`src/sv/scene_text_tokenizer_macros.svh`:
```
// Assertion macros shared by the tokenizer modules.
// Each macro checks on the rising clock edge and is disabled while reset is asserted.
`ifndef SCENE_TEXT_TOKENIZER_MACROS_SVH
`define SCENE_TEXT_TOKENIZER_MACROS_SVH

// The property must hold at every edge outside reset.
`define STT_ASSERT(label, clk, rst_n, prop) \
  label: assert property (@(posedge clk) disable iff (!rst_n) (prop)) \
    else $error("tokenizer check failed");

// Whenever the condition holds, the property must hold in the following cycle.
`define STT_ASSERT_NEXT(label, clk, rst_n, cond, prop) \
  label: assert property (@(posedge clk) disable iff (!rst_n) (cond) |=> (prop)) \
    else $error("tokenizer check failed");

`endif

```
`src/sv/stt_pkg.sv`:
```
`timescale 1ns / 1ps
// Shared types, codes and character class functions for the scene text tokenizer.
// This package has no dependencies.
package stt_pkg;

  localparam int unsigned MaxWordChars   = 255;
  localparam int unsigned MaxNumberChars = 63;
  localparam int unsigned QueueDepth     = 4;

  // Event kinds.
  localparam logic [2:0] EvChar   = 3'd0;
  localparam logic [2:0] EvEnd    = 3'd1;
  localparam logic [2:0] EvLbrace = 3'd2;
  localparam logic [2:0] EvRbrace = 3'd3;
  localparam logic [2:0] EvEof    = 3'd4;
  localparam logic [2:0] EvError  = 3'd5;

  // Token classes.
  localparam logic [1:0] ClsIdent  = 2'd0;
  localparam logic [1:0] ClsString = 2'd1;
  localparam logic [1:0] ClsNumber = 2'd2;

  // Special characters.
  localparam logic [7:0] ChNul    = 8'h00;
  localparam logic [7:0] ChNl     = 8'h0a;
  localparam logic [7:0] ChSlash  = 8'h2f;
  localparam logic [7:0] ChLbrace = 8'h7b;
  localparam logic [7:0] ChRbrace = 8'h7d;
  localparam logic [7:0] ChQuote  = 8'h22;
  localparam logic [7:0] ChUnder  = 8'h5f;
  localparam logic [7:0] ChMinus  = 8'h2d;
  localparam logic [7:0] ChDot    = 8'h2e;

  typedef struct packed {
    logic [2:0] event_kind;
    logic [1:0] token_class;
    logic [7:0] char_value;
    logic       first_char;
    logic       run_last;
  } stt_result_t;

  // Up to two results written into the output queue in the same cycle.
  typedef struct packed {
    logic [1:0]  n;
    stt_result_t r0;
    stt_result_t r1;
  } stt_push_t;

  function automatic logic is_letter(logic [7:0] b);
    return (b >= 8'h61 && b <= 8'h7a) || (b >= 8'h41 && b <= 8'h5a);
  endfunction

  function automatic logic is_digit(logic [7:0] b);
    return b >= 8'h30 && b <= 8'h39;
  endfunction

  function automatic logic is_space(logic [7:0] b);
    return b == 8'h20 || (b >= 8'h09 && b <= 8'h0d);
  endfunction

  function automatic logic ident_body(logic [7:0] b);
    return is_letter(b) || is_digit(b) || b == ChUnder;
  endfunction

  function automatic logic number_body(logic [7:0] b);
    return is_digit(b) || b == ChMinus || b == ChDot;
  endfunction

  function automatic stt_result_t mk_result(logic [2:0] kind, logic [1:0] cls,
                                            logic [7:0] ch, logic first);
    stt_result_t r;
    r.event_kind  = kind;
    r.token_class = cls;
    r.char_value  = ch;
    r.first_char  = first;
    r.run_last    = 1'b0;
    return r;
  endfunction

endpackage

```
`src/sv/stt_if.sv`:
```
`timescale 1ns / 1ps
// Valid/ready channel interfaces for the text input and the token event output.
// These interfaces have no dependencies.
interface stt_in_if;
  logic       valid;
  logic       ready;
  logic [7:0] text_byte;

  modport source (output valid, output text_byte, input ready);
  modport sink (input valid, input text_byte, output ready);
endinterface

interface stt_out_if;
  logic       valid;
  logic       ready;
  logic [2:0] event_kind;
  logic [1:0] token_class;
  logic [7:0] char_value;
  logic       first_char;
  logic       run_last;

  modport source (output valid, output event_kind, output token_class, output char_value,
                  output first_char, output run_last, input ready);
  modport sink (input valid, input event_kind, input token_class, input char_value,
                input first_char, input run_last, output ready);
endinterface

```
`src/sv/stt_scan.sv`:
```
`timescale 1ns / 1ps
// Scanner core: mode and token length registers plus the per-byte decode.
// Depends on stt_pkg and scene_text_tokenizer_macros.svh.
`include "scene_text_tokenizer_macros.svh"
module stt_scan #(
  parameter int unsigned MaxWordChars   = stt_pkg::MaxWordChars,
  parameter int unsigned MaxNumberChars = stt_pkg::MaxNumberChars
) (
  input  logic              clk_i,
  input  logic              rst_ni,
  input  logic              accept_i,
  input  logic [7:0]        byte_i,
  output stt_pkg::stt_push_t push_o
);
  import stt_pkg::*;

  localparam int unsigned MaxChars =
      (MaxWordChars > MaxNumberChars) ? MaxWordChars : MaxNumberChars;
  localparam int unsigned LenW = $clog2(MaxChars + 1);
  localparam logic [LenW-1:0] WordLimit   = LenW'(MaxWordChars);
  localparam logic [LenW-1:0] NumberLimit = LenW'(MaxNumberChars);

  localparam logic [2:0] ModeIdle    = 3'd0;
  localparam logic [2:0] ModeComment = 3'd1;
  localparam logic [2:0] ModeSlash   = 3'd2;
  localparam logic [2:0] ModeIdent   = 3'd3;
  localparam logic [2:0] ModeString  = 3'd4;
  localparam logic [2:0] ModeNumber  = 3'd5;
  localparam logic [2:0] ModeError   = 3'd6;

  logic [2:0]      mode_q, mode_d;
  logic [LenW-1:0] len_q, len_d;

  // Handling of a byte between tokens.
  logic            idle_emit;
  stt_result_t     idle_res;
  logic [2:0]      idle_mode;
  logic            idle_start;

  logic [1:0]      n;
  stt_result_t     r0, r1;
  logic            run_num;
  logic            in_class;
  logic [LenW-1:0] limit;

  always_comb begin
    idle_emit  = 1'b0;
    idle_res   = mk_result(EvEof, ClsIdent, ChNul, 1'b0);
    idle_mode  = ModeIdle;
    idle_start = 1'b0;
    if (byte_i == ChNul) begin
      idle_emit = 1'b1;
    end else if (is_space(byte_i)) begin
      idle_emit = 1'b0;
    end else if (byte_i == ChSlash) begin
      idle_mode = ModeSlash;
    end else if (byte_i == ChLbrace) begin
      idle_emit = 1'b1;
      idle_res  = mk_result(EvLbrace, ClsIdent, ChNul, 1'b0);
    end else if (byte_i == ChRbrace) begin
      idle_emit = 1'b1;
      idle_res  = mk_result(EvRbrace, ClsIdent, ChNul, 1'b0);
    end else if (byte_i == ChQuote) begin
      idle_mode = ModeString;
    end else if (is_letter(byte_i) || byte_i == ChUnder) begin
      idle_emit  = 1'b1;
      idle_res   = mk_result(EvChar, ClsIdent, byte_i, 1'b1);
      idle_mode  = ModeIdent;
      idle_start = 1'b1;
    end else if (number_body(byte_i)) begin
      idle_emit  = 1'b1;
      idle_res   = mk_result(EvChar, ClsNumber, byte_i, 1'b1);
      idle_mode  = ModeNumber;
      idle_start = 1'b1;
    end else begin
      idle_emit = 1'b1;
      idle_res  = mk_result(EvError, ClsIdent, ChNul, 1'b0);
      idle_mode = ModeError;
    end
  end

  always_comb begin
    run_num  = (mode_q == ModeNumber);
    in_class = run_num ? number_body(byte_i) : ident_body(byte_i);
    limit    = run_num ? NumberLimit : WordLimit;
    n        = 2'd0;
    r0       = mk_result(EvChar, ClsIdent, ChNul, 1'b0);
    r1       = r0;
    mode_d   = mode_q;
    len_d    = len_q;
    unique case (mode_q)
      ModeComment: begin
        if (byte_i == ChNl) begin
          mode_d = ModeIdle;
        end else if (byte_i == ChNul) begin
          n      = 2'd1;
          r0     = idle_res;
          mode_d = ModeIdle;
          len_d  = '0;
        end
      end
      ModeSlash: begin
        if (byte_i == ChSlash) begin
          mode_d = ModeComment;
        end else begin
          n      = 2'd1;
          r0     = mk_result(EvError, ClsIdent, ChNul, 1'b0);
          mode_d = ModeError;
          if (byte_i == ChNul) begin
            n      = 2'd2;
            r1     = idle_res;
            mode_d = ModeIdle;
            len_d  = '0;
          end
        end
      end
      ModeIdent, ModeNumber: begin
        if (in_class && len_q < limit) begin
          n     = 2'd1;
          r0    = mk_result(EvChar, run_num ? ClsNumber : ClsIdent, byte_i, 1'b0);
          len_d = len_q + LenW'(1);
        end else begin
          // Close the token, then treat the byte as if between tokens.
          n      = idle_emit ? 2'd2 : 2'd1;
          r0     = mk_result(EvEnd, run_num ? ClsNumber : ClsIdent, ChNul, 1'b0);
          r1     = idle_res;
          mode_d = idle_mode;
          len_d  = idle_start ? LenW'(1) : '0;
        end
      end
      ModeString: begin
        if (byte_i == ChQuote) begin
          n      = 2'd1;
          r0     = mk_result(EvEnd, ClsString, ChNul, 1'b0);
          mode_d = ModeIdle;
          len_d  = '0;
        end else if (byte_i != ChNul && len_q < WordLimit) begin
          n     = 2'd1;
          r0    = mk_result(EvChar, ClsString, byte_i, len_q == '0);
          len_d = len_q + LenW'(1);
        end else begin
          n      = idle_emit ? 2'd2 : 2'd1;
          r0     = mk_result(EvEnd, ClsString, ChNul, 1'b0);
          r1     = idle_res;
          mode_d = idle_mode;
          len_d  = idle_start ? LenW'(1) : '0;
        end
      end
      ModeError: begin
        if (byte_i == ChNul) begin
          n      = 2'd1;
          r0     = idle_res;
          mode_d = ModeIdle;
          len_d  = '0;
        end
      end
      default: begin
        n      = idle_emit ? 2'd1 : 2'd0;
        r0     = idle_res;
        mode_d = idle_mode;
        len_d  = idle_start ? LenW'(1) : '0;
      end
    endcase
    if (n == 2'd2) begin
      r1.run_last = 1'b1;
    end else begin
      r0.run_last = 1'b1;
    end
  end

  always_ff @(posedge clk_i or negedge rst_ni) begin
    if (!rst_ni) begin
      mode_q <= ModeIdle;
      len_q  <= '0;
    end else if (accept_i) begin
      mode_q <= mode_d;
      len_q  <= len_d;
    end
  end

  assign push_o.n  = accept_i ? n : 2'd0;
  assign push_o.r0 = r0;
  assign push_o.r1 = r1;

  `STT_ASSERT(a_pair_head, clk_i, rst_ni, push_o.n == 2'd2 |-> (push_o.r0.event_kind == EvEnd || push_o.r0.event_kind == EvError))
  `STT_ASSERT_NEXT(a_nul_idle, clk_i, rst_ni, accept_i && byte_i == ChNul, mode_q == ModeIdle && len_q == '0)
  `STT_ASSERT(a_len_bound, clk_i, rst_ni, len_q <= LenW'(MaxChars))

endmodule

```
`src/sv/stt_outq.sv`:
```
`timescale 1ns / 1ps
// Small result queue: takes up to two results per cycle and hands out one.
// Depends on stt_pkg and scene_text_tokenizer_macros.svh.
`include "scene_text_tokenizer_macros.svh"
module stt_outq #(
  parameter int unsigned Depth = stt_pkg::QueueDepth
) (
  input  logic                 clk_i,
  input  logic                 rst_ni,
  input  stt_pkg::stt_push_t   push_i,
  output logic                 room_o,
  output logic                 out_valid_o,
  input  logic                 out_ready_i,
  output stt_pkg::stt_result_t out_data_o
);
  import stt_pkg::*;

  localparam int unsigned PtrW = $clog2(Depth);
  localparam int unsigned CntW = $clog2(Depth + 1);

  stt_result_t     mem_q [Depth];
  logic [PtrW-1:0] head_q, head_d;
  logic [CntW-1:0] cnt_q, cnt_d;
  logic [PtrW-1:0] tail;
  logic            pop;

  assign tail        = head_q + cnt_q[PtrW-1:0];
  assign out_valid_o = (cnt_q != '0);
  assign out_data_o  = mem_q[head_q];
  assign pop         = out_valid_o && out_ready_i;
  // Room for the worst case of two results from the next byte.
  assign room_o      = (cnt_q <= CntW'(Depth - 2));

  always_comb begin
    head_d = pop ? head_q + PtrW'(1) : head_q;
    cnt_d  = cnt_q + CntW'(push_i.n) - CntW'(pop);
  end

  always_ff @(posedge clk_i or negedge rst_ni) begin
    if (!rst_ni) begin
      head_q <= '0;
      cnt_q  <= '0;
    end else begin
      head_q <= head_d;
      cnt_q  <= cnt_d;
    end
  end

  always_ff @(posedge clk_i) begin
    if (push_i.n != 2'd0) begin
      mem_q[tail] <= push_i.r0;
    end
    if (push_i.n == 2'd2) begin
      mem_q[tail + PtrW'(1)] <= push_i.r1;
    end
  end

  `STT_ASSERT(a_cnt_bound, clk_i, rst_ni, cnt_q <= CntW'(Depth))
  `STT_ASSERT(a_push_room, clk_i, rst_ni, push_i.n != 2'd0 |-> room_o)
  `STT_ASSERT_NEXT(a_pop_only, clk_i, rst_ni, pop && push_i.n == 2'd0, cnt_q == $past(cnt_q) - CntW'(1))

endmodule

```
`src/sv/scene_text_tokenizer.sv`:
```
`timescale 1ns / 1ps
// Scene text tokenizer top level. The events of an accepted byte are registered into the
// result queue and offered from its head. Throughput: one byte per cycle while each byte
// yields at most one event and the consumer is ready; the single-event output port sets
// the limit, and a byte that yields two events is absorbed by a four-entry result queue.
// Reset: asynchronous and active low; the scanner returns to idle and the queue empties.
module scene_text_tokenizer #(
  parameter int unsigned MAX_WORD_CHARS   = stt_pkg::MaxWordChars,
  parameter int unsigned MAX_NUMBER_CHARS = stt_pkg::MaxNumberChars
) (
  input logic         clk_i,
  input logic         rst_ni,
  stt_in_if.sink      text_i,
  stt_out_if.source   event_o
);
  import stt_pkg::*;

  // The scanner decodes each accepted byte against its mode and token length in the
  // same cycle and writes zero, one or two events into the queue. The queue holds the
  // events until the consumer takes them, so a stalled consumer never blocks a byte
  // while there is still room for the worst case of two events.
  stt_push_t   push;
  stt_result_t head;
  logic        room;
  logic        accept;

  assign text_i.ready = room;
  assign accept       = text_i.valid && room;

  stt_scan #(
    .MaxWordChars  (MAX_WORD_CHARS),
    .MaxNumberChars(MAX_NUMBER_CHARS)
  ) u_scan (
    .clk_i   (clk_i),
    .rst_ni  (rst_ni),
    .accept_i(accept),
    .byte_i  (text_i.text_byte),
    .push_o  (push)
  );

  stt_outq #(
    .Depth(QueueDepth)
  ) u_outq (
    .clk_i      (clk_i),
    .rst_ni     (rst_ni),
    .push_i     (push),
    .room_o     (room),
    .out_valid_o(event_o.valid),
    .out_ready_i(event_o.ready),
    .out_data_o (head)
  );

  // The event fields come straight from the queue head entry.
  assign event_o.event_kind  = head.event_kind;
  assign event_o.token_class = head.token_class;
  assign event_o.char_value  = head.char_value;
  assign event_o.first_char  = head.first_char;
  assign event_o.run_last    = head.run_last;

endmodule
```
`src/flat_wrapper.sv`:
```
// flat-port wrapper written by rule: the top's interface ports become plain ports
module scene_text_tokenizer_flat import stt_pkg::*;
#(
  parameter int unsigned MAX_WORD_CHARS   = stt_pkg::MaxWordChars,
  parameter int unsigned MAX_NUMBER_CHARS = stt_pkg::MaxNumberChars
)
  (clk_i, rst_ni, text_i_valid, text_i_text_byte, text_i_ready, event_o_valid, event_o_event_kind, event_o_token_class, event_o_char_value, event_o_first_char, event_o_run_last, event_o_ready);
  stt_in_if text_i_i ();
  stt_out_if event_o_i ();
  input logic clk_i;
  input logic rst_ni;
  input wire logic [$bits(text_i_i.valid)-1:0] text_i_valid;
  input wire logic [$bits(text_i_i.text_byte)-1:0] text_i_text_byte;
  output wire logic [$bits(text_i_i.ready)-1:0] text_i_ready;
  output wire logic [$bits(event_o_i.valid)-1:0] event_o_valid;
  output wire logic [$bits(event_o_i.event_kind)-1:0] event_o_event_kind;
  output wire logic [$bits(event_o_i.token_class)-1:0] event_o_token_class;
  output wire logic [$bits(event_o_i.char_value)-1:0] event_o_char_value;
  output wire logic [$bits(event_o_i.first_char)-1:0] event_o_first_char;
  output wire logic [$bits(event_o_i.run_last)-1:0] event_o_run_last;
  input wire logic [$bits(event_o_i.ready)-1:0] event_o_ready;
  assign text_i_i.valid = text_i_valid;
  assign text_i_i.text_byte = text_i_text_byte;
  assign text_i_ready = text_i_i.ready;
  assign event_o_valid = event_o_i.valid;
  assign event_o_event_kind = event_o_i.event_kind;
  assign event_o_token_class = event_o_i.token_class;
  assign event_o_char_value = event_o_i.char_value;
  assign event_o_first_char = event_o_i.first_char;
  assign event_o_run_last = event_o_i.run_last;
  assign event_o_i.ready = event_o_ready;
  scene_text_tokenizer #(.MAX_WORD_CHARS(MAX_WORD_CHARS), .MAX_NUMBER_CHARS(MAX_NUMBER_CHARS)) u_core (.clk_i(clk_i), .rst_ni(rst_ni), .text_i(text_i_i), .event_o(event_o_i));
endmodule
```
`config.mk`:
```
export PLATFORM = sky130hd
export DESIGN_NAME = scene_text_tokenizer_flat
export DESIGN_NICKNAME = d
export VERILOG_FILES = /design/src/sv/stt_pkg.sv /design/src/sv/stt_if.sv /design/src/sv/stt_scan.sv /design/src/sv/stt_outq.sv /design/src/sv/scene_text_tokenizer.sv /design/src/flat_wrapper.sv
export VERILOG_INCLUDE_DIRS = /design/src /design/src/sv
export SDC_FILE = /design/constraint.sdc
export NUM_CORES = 1
export LEC_CHECK = 0
export BUFFER_PORTS_ARGS = -buffer_cell sky130_fd_sc_hd__buf_2
export CAP_MARGIN = 20
export CORE_ASPECT_RATIO = 1.4
export CORE_MARGIN = 2
export CORE_UTILIZATION = 25
export CTS_CLUSTER_DIAMETER = 60
export CTS_CLUSTER_SIZE = 30
export DETAILED_ROUTE_END_ITERATION = 10
export GPL_TIMING_DRIVEN = 0
export PLACE_DENSITY = 0.38
export SYNTH_ARGS = -nofsm -noshare
export SYNTH_HDL_FRONTEND = slang
export SYNTH_SLANG_ARGS = --single-unit
```
`constraint.sdc`:
```
create_clock -name clk_i -period 5.89 [get_ports clk_i]
set_clock_uncertainty 0.15 [all_clocks]
set_input_delay 0.2945 -clock clk_i [delete_from_list [all_inputs] [get_ports clk_i]]
set_output_delay 0.2945 -clock clk_i [all_outputs]
set_load 0.01 [all_outputs]
```
**After elaboration in Yosys (flattened, before gate mapping)**

Memories as Yosys holds them, arrays and structs flattened.
Index checks and enable logic that the tools add are counted.
W data, S select, Z words.

- Flip-flop bits (word level): 16
- RAM bits: 60
- Output and inout port bits: 17
- Logic and storage cells: 144
- Memories: 1

- $add $sub $neg: 6
- Magnitude comparators: 11
- Equal/unequal tests: 21
- Multiplexer cells: 78
- Reductions and logical operators: 23

Memory list:

| memory | depth | width | rd ports | clocked after Yosys merged registers in | write ports | RTL line | source |
|---|---|---|---|---|---|---|---|
| u_core.u_outq.mem_q | 4 | 15 | 1 | 0 | 2 | stt_outq.sv:21 | `stt_result_t mem_q [Depth];` |

Operators with widths:

| kind | number |
|---|---|
| $mux W15 | 15 |
| $pmux W15 S5 | 1 |
| $mux W8 | 7 |
| $pmux W15 S3 | 1 |
| $mux W3 | 14 |
| $eq A8 B6 Y1 const B | 5 |
| $pmux W8 S5 | 1 |
| $mux W13 | 3 |
| $mux W1 | 25 |
| $eq A8 B7 Y1 const B | 3 |
| $mux W2 | 9 |
| $ge A8 B7 Y1 const B | 2 |
| $le A8 B7 Y1 const B | 2 |
| $logic_not A8 Y1 | 2 |
| $pmux W3 S5 | 1 |
| $pmux W2 S5 | 1 |
| $eq A3 B3 Y1 const B | 3 |
| $add A8 B1 Y8 const B | 1 |
| $eq A8 B4 Y1 const B | 1 |
| $ge A8 B4 Y1 const B | 1 |
| $ge A8 B6 Y1 const B | 1 |
| $le A8 B4 Y1 const B | 1 |
| $le A8 B6 Y1 const B | 1 |
| $logic_and A1 B1 Y1 | 8 |
| other kinds (18) | 30 |

**Depth between registers and ports, before layout**

- Depth in word-level cells: 16
- Mapped depth: 15

**By module**

From an unflattened synthesis, not the netlist that was laid out.

- Cells, all modules: 424
- Area, all modules: 5028.6 um^2

By module, submodules not included:

| module | instances | cells an instance | area an instance (um^2) | seq. area each (um^2) |
|---|---|---|---|---|
| stt_outq | 1 | 184 | 3315.7 | 1926.8 |
| stt_scan | 1 | 239 | 1706.6 | 275.3 |
| scene_text_tokenizer | 1 | 1 | 6.3 | 0.0 |

**Least setup slack after synthesis**

No wires, ideal clock.

- Kind: register -> register
- From: register u_core.u_scan.mode_q[0]
- To: register u_core.u_outq.cnt_q[2]
- Library setup time: 0.080 ns
- Arrival: 3.100 ns
- Setup slack: 2.560 ns
- Cell stages (with the launch flop): 16
- Path buffers: 1
- Clock period less this slack: 3.330 ns
- Cell sequence: dfrtp_1 > clkbuf_1 > inv_2 > nor2_1 > ha_1 > a21oi_1 > o31a_1 > nand2b_1 > nand4b_1 > and2_1 > o2111ai_1 > ha_1 > inv_1 > fa_1 > xnor2_1 > xnor2_1

- Word-level cells in the longest chain between the ends: 9
- Elaborated cells on any way between the ends: 16

Ends and longest elaborated chain:

| what | RTL line | source |
|---|---|---|
| start: declaration | stt_scan.sv:31 | `logic [2:0] mode_q, mode_d;` |
| start signal: assignment | stt_scan.sv:173 | `mode_q <= ModeIdle;` |
| start signal: assignment | stt_scan.sv:176 | `mode_q <= mode_d;` |
| $eq A3 B3 Y1 | stt_scan.sv:83, stt_scan.sv:91 |  |
| $mux W8 | stt_scan.sv:85 | `limit = run_num ? NumberLimit : WordLimit;` |
| $lt A8 B8 Y1 | stt_scan.sv:118 | `if (in_class && len_q < limit) begin` |
| $logic_and A1 B1 Y1 | stt_scan.sv:118 |  |
| $mux W2 | stt_scan.sv:118 |  |
| $pmux W2 S5 * | stt_scan.sv:91 | `unique case (mode_q)` |
| $mux W2 * | stt_scan.sv:181 | `assign push_o.n = accept_i ? n : 2'd0;` |
| $add A3 B2 Y3 * | stt_outq.sv:36 | `cnt_d = cnt_q + CntW'(push_i.n) - CntW'(pop);` |
| $sub A3 B1 Y3 * | stt_outq.sv:36 |  |
| via u_core.u_outq.cnt_d[2] | stt_outq.sv:23 | `logic [CntW-1:0] cnt_q, cnt_d;` |
| end signal: assignment | stt_outq.sv:45 | `cnt_q <= cnt_d;` |
| end: declaration | stt_outq.sv:23 |  |

The timed path passes the listed nets; every way through them passes the cells marked *.
A chain may end at the register's enable or synchronous reset.

==> impl_results.rst <==
.. list-table::
   :header-rows: 1

   * - Metric
     - Value
   * - Result of the run
     - complete, no violations
   * - Wire length per cell
     - 19.18 um
   * - Fraction of registers with async set or reset after synthesis
     - 0.2105
   * - Placed cell areas
     - 5057 um2
   * - Floorplan die width
     - 118.9 um
   * - Total of max-cap violations
     - 0
   * - Clock Pin Slew Worst Setup and Hold Paths
     - approximately 0.060 ns
   * - Arrival time worst endpoint
     - 3.91 ns
   * - Worst max-slew margin expressed relative to the limit
     - 0.3054
   * - Distinct cells, synth
     - about 70
   * - Sequential share of the synthesized area
     - 0.4678
   * - Main flop type after synthesis
     - sky130_fd_sc_hd__edfxtp_1
   * - Total count of max-transition violations in the final report
     - 0
   * - Total nets after synthesis
     - 450
   * - Nets@finish
     - 489
   * - Fraction of the mapped netlist area in compound gates
     - 0.1833
   * - Achievable frequency
     - roughly 240 MHz
   * - Synthesis warning total
     - 0
   * - Initial DRC count
     - 242
   * - Share of synthesized area spent on multiplexers
     - 0.07742
   * - Register bit total from synthesis
     - 76
   * - Switching Fraction
     - 0.3895
   * - Combinational family with the most area after synthesis
     - simple AND/OR/NAND/NOR gates
   * - Setup repair after global routing missed its margin
     - no
   * - Fin cells
     - 713
   * - Diodes inserted
     - 0
   * - Critical Path RT
     - 5.65 ns
   * - Ports
     - 29
   * - Synthesized cell area
     - 4622 um2
   * - Via total after detailed routing
     - 3569
   * - Final min period
     - 4.151 ns
   * - Initial antenna violation count
     - 0
   * - Detailed placement HPWL
     - 10.15 mm
   * - Post-Synthesis Cells
     - ~430
   * - Power share of the combinational group
     - 0.452
   * - Die Area
     - 19610 um2
   * - Max rail drop VDD
     - 0.1299 mV
   * - Ordered cell list for the critical path
     - clkbuf_1 -> inv_2 -> nor2_1 -> ha_1 -> a21oi_1 -> o31a_1 -> nand2b_1 -> nand4b_1 -> nand3_2 -> a21boi_2 -> nand2_1
   * - Die height
     - approximately 160 um
   * - Hold_ws
     - between 0.15 and 0.2 ns
   * - Synthesized area per cell
     - 10.77 um2
   * - Number of hold-slack violations in the final timing report
     - 0
   * - Min setup slack post-route
     - about 1.7 ns
   * - Cts repair resizes
     - 0
   * - Final total negative setup slack
     - 0 ns
   * - Clock latency reported for the late side of the worst-skew pair
     - 0.34 ns
   * - Clock tree from TritonCTS
     - done
   * - Setup Buffers After CTS
     - 0
   * - Placeable core region
     - ~18000 um2
   * - Setup slack after placement
     - approximately 1.7 ns
   * - Simple logic cell fraction of the synthesized area
     - 0.1944
   * - Xor-xnor portion of the synthesized cell area
     - 0.01705
   * - Core Rows
     - 58
   * - Grt ovf
     - 0
   * - Number of cells on the worst reg-to-reg path
     - 11
   * - Switching power summed over all nets
     - 0.0009839 W
   * - Area overhead of the layout relative to synthesis
     - 16.70%
   * - Quantity of I/O buffers inserted on ports
     - 27
   * - Vias in the first global route
     - 3800
   * - Internal power summed over all cells
     - roughly 0.0015 W
   * - Detailed-routing iteration count for the pre-antenna-repair pass
     - 5
   * - Top fanout value on the critical path
     - 14
   * - # hold bufs at CTS
     - 1
   * - Maximum number of pins on one net before global-route repair
     - 17
   * - Total global-route track usage
     - 0.1473
   * - Placer congestion estimate
     - ~0.85
   * - Kind of critical path
     - reg2reg
   * - Worst Setup End Kind
     - flop
   * - Critical Path Source Type
     - flop
   * - Clock tree root driver cell
     - sky130_fd_sc_hd__clkbuf_16
   * - Number of enable flip-flop cells after synthesis
     - 56
   * - Static leakage
     - 1.854 nW
   * - Remaining routing DRC violations
     - 0
   * - Initial core utilization
     - 0.2558
   * - Biggest area consumer among synthesized cells
     - sky130_fd_sc_hd__edfxtp_1
   * - Part of the total power dissipated in sequential elements
     - 0.306
   * - Clock H-tree levels
     - 3
   * - Layout cells sized above 1
     - 0.1882
   * - Top area cells in the synthesized netlist
     - sky130_fd_sc_hd__edfxtp_1, sky130_fd_sc_hd__dfrtp_1, sky130_fd_sc_hd__mux4_2
   * - Setup violations, final
     - 0
   * - Post-Layout Inst Area
     - 5394 um2
   * - CTS buffer count
     - 9
   * - Cell with the biggest individual delay on the critical path
     - sky130_fd_sc_hd__nand2_1
   * - Clk network pwr share
     - 0.241
   * - Fin crit share
     - 0.7048
   * - Power per cell area
     - 468.3 nW/um2
   * - Number of clock sinks seen by CTS
     - 76
   * - Register-to-register setup slack
     - 1.74 ns
   * - Share of Yosys cell area claimed by the top area cell type
     - 0.3638
   * - Slowest stage delay, CP
     - 0.57 ns
   * - Total Routed Length
     - 13.68 mm
   * - Cell count of the worst hold path
     - 3
   * - Worst-case clock buffer depth
     - 2
   * - Wire length of the first global-routing pass
     - 21.68 mm
   * - Via/cell ratio
     - ~5
   * - Slew at the pin closest to its max-slew limit
     - 1.034 ns
   * - Min-Delay Path Class
     - in2reg
   * - Number of placed instances, taps included
     - 696
   * - Adder-cell share of the synthesized area
     - 0.02599
   * - Antenna-violating nets left
     - 0
-- synthesized netlist by cell type, types with 4 or more instances --
cell type and count:
sky130_fd_sc_hd__a21oi_1 11, sky130_fd_sc_hd__a31oi_1 5, sky130_fd_sc_hd__and2_1 32, sky130_fd_sc_hd__and3_1 4, sky130_fd_sc_hd__buf_2 6, sky130_fd_sc_hd__clkbuf_1 15, sky130_fd_sc_hd__dfrtp_1 16, sky130_fd_sc_hd__dfxtp_1 4
sky130_fd_sc_hd__edfxtp_1 56, sky130_fd_sc_hd__ha_1 8, sky130_fd_sc_hd__inv_1 14, sky130_fd_sc_hd__mux4_2 15, sky130_fd_sc_hd__nand2_1 42, sky130_fd_sc_hd__nand2b_1 7, sky130_fd_sc_hd__nand3_1 10, sky130_fd_sc_hd__nand3_2 4
sky130_fd_sc_hd__nor2_1 28, sky130_fd_sc_hd__nor3_1 14, sky130_fd_sc_hd__o21a_1 4, sky130_fd_sc_hd__o21ai_0 23, sky130_fd_sc_hd__o21ai_1 4, sky130_fd_sc_hd__o22ai_1 17, sky130_fd_sc_hd__o32a_1 4, sky130_fd_sc_hd__or2_2 4
sky130_fd_sc_hd__or3_1 5, sky130_fd_sc_hd__xnor2_1 8
-- metrics by stage --
step | utilization | power [W]
after floorplan | - | 0.001574
after global placement | 0.2799 | 0.001935
after detailed placement | 0.2799 | 0.001946
after CTS | 0.2985 | 0.002565
after global routing | 0.2985 | 0.002699
final | 0.2985 | 0.002526
-- cell type report --
| cell class | instances | area (um2) |
|---|---|---|
| buffer | 23 | 101.3 |
| clock buffer | 11 | 242.7 |
| inverter | 15 | 56.30 |
| fill | 1880 | 12680 |
| clock inverter | 5 | 83.83 |
| multi-input combinational | 315 | 2302 |
| timing repair buffer | 28 | 145.1 |
| tap | 240 | 300.3 |
| sequential | 76 | 2162 |
-- cells in the final DEF, fill, tap and decap left out, types with 4 or more instances in the layout --
| master | count |
|---|---|
| sky130_fd_sc_hd__o21ai_1 | 4 |
| sky130_fd_sc_hd__nand3_2 | 4 |
| sky130_fd_sc_hd__clkbuf_16 | 9 |
| sky130_fd_sc_hd__edfxtp_1 | 56 |
| sky130_fd_sc_hd__inv_1 | 14 |
| sky130_fd_sc_hd__dfxtp_1 | 4 |
| sky130_fd_sc_hd__nand2_1 | 42 |
| sky130_fd_sc_hd__buf_2 | 33 |
| sky130_fd_sc_hd__or3_1 | 5 |
| sky130_fd_sc_hd__a21oi_1 | 11 |
| sky130_fd_sc_hd__xnor2_1 | 8 |
| sky130_fd_sc_hd__ha_1 | 8 |
| sky130_fd_sc_hd__nand2b_1 | 7 |
| sky130_fd_sc_hd__and3_1 | 4 |
| sky130_fd_sc_hd__o21ai_0 | 23 |
| sky130_fd_sc_hd__or2_2 | 4 |
| sky130_fd_sc_hd__nor2_1 | 28 |
| sky130_fd_sc_hd__o21a_1 | 4 |
| sky130_fd_sc_hd__mux4_2 | 15 |
| sky130_fd_sc_hd__a31oi_1 | 5 |
| sky130_fd_sc_hd__o22ai_1 | 17 |
| sky130_fd_sc_hd__dfrtp_1 | 16 |
| sky130_fd_sc_hd__o32a_1 | 4 |
| sky130_fd_sc_hd__clkbuf_1 | 16 |
| sky130_fd_sc_hd__nor3_1 | 14 |
| sky130_fd_sc_hd__and2_1 | 32 |
| sky130_fd_sc_hd__nand3_1 | 10 |
-- cells by family after synthesis --
family / after synthesis
and+or+nand+nor: 168
buffers and inverters: 38
DFF: 76
adders and majority gates: 9
muxes: 17
AOI/OAI and AO/OA: 112
xor gates and xnor gates: 9
-- worst max-delay path, delay by kind of cell (launching register included) --
kind / cells / cell delay (ns)
AO/OA/AOI/OAI: 3 / 0.75
adder cells (fa/ha/maj): 1 / 0.30
buffers and inverters: 2 / 0.58
flip-flops: 1 / 0.32
AND/OR/NAND/NOR: 5 / 1.60
-- flip-flops by register name, summed over array words and instances (netlist names) --
name,count
u_core.u_scan.len_q,8
u_core.u_outq.mem_q,60
u_core.u_outq.cnt_q,3
u_core.u_scan.mode_q,3
u_core.u_outq.head_q,2
-- path summary, 6_finish.rpt --
check	endpoint	from
max reg2reg	u_core.u_outq.mem_q[0][6]	u_core.u_scan.mode_q[0]
min in group asynchronous	u_core.u_scan.len_q[3]	rst_ni
min	u_core.u_outq.head_q[0]	event_o_ready
max	u_core.u_outq.mem_q[0][6]	u_core.u_scan.mode_q[0]
max in group asynchronous	u_core.u_scan.mode_q[1]	rst_ni
min reg2reg	u_core.u_outq.mem_q[1][10]	u_core.u_outq.mem_q[1][10]
-- power groups by stage --
stage          clock network, W  registers [W]  logic [W]
2_1_floorplan                 0       0.000767   0.000807
3_3_place_gp                  0       0.000782    0.00115
3_5_place_dp                  0       0.000787    0.00116
4_1_cts                0.000625       0.000776    0.00116
5_1_grt                0.000650       0.000790    0.00126
6_report               0.000609       0.000774    0.00114
-- layer usage --
| metal | vias up | share of wire | global-route usage |
|---|---|---|---|
| met5 | - | 0 | 0 |
| met4 | 0 | 0.036 | 0.06764 |
| met3 | 28 | 0.029 | 0.02624 |
| met2 | 75 | 0.53 | 0.2769 |
| met1 | 1747 | 0.41 | 0.1600 |
| li1 | 1719 | - | - |
Power figures use the tool's default switching activity.
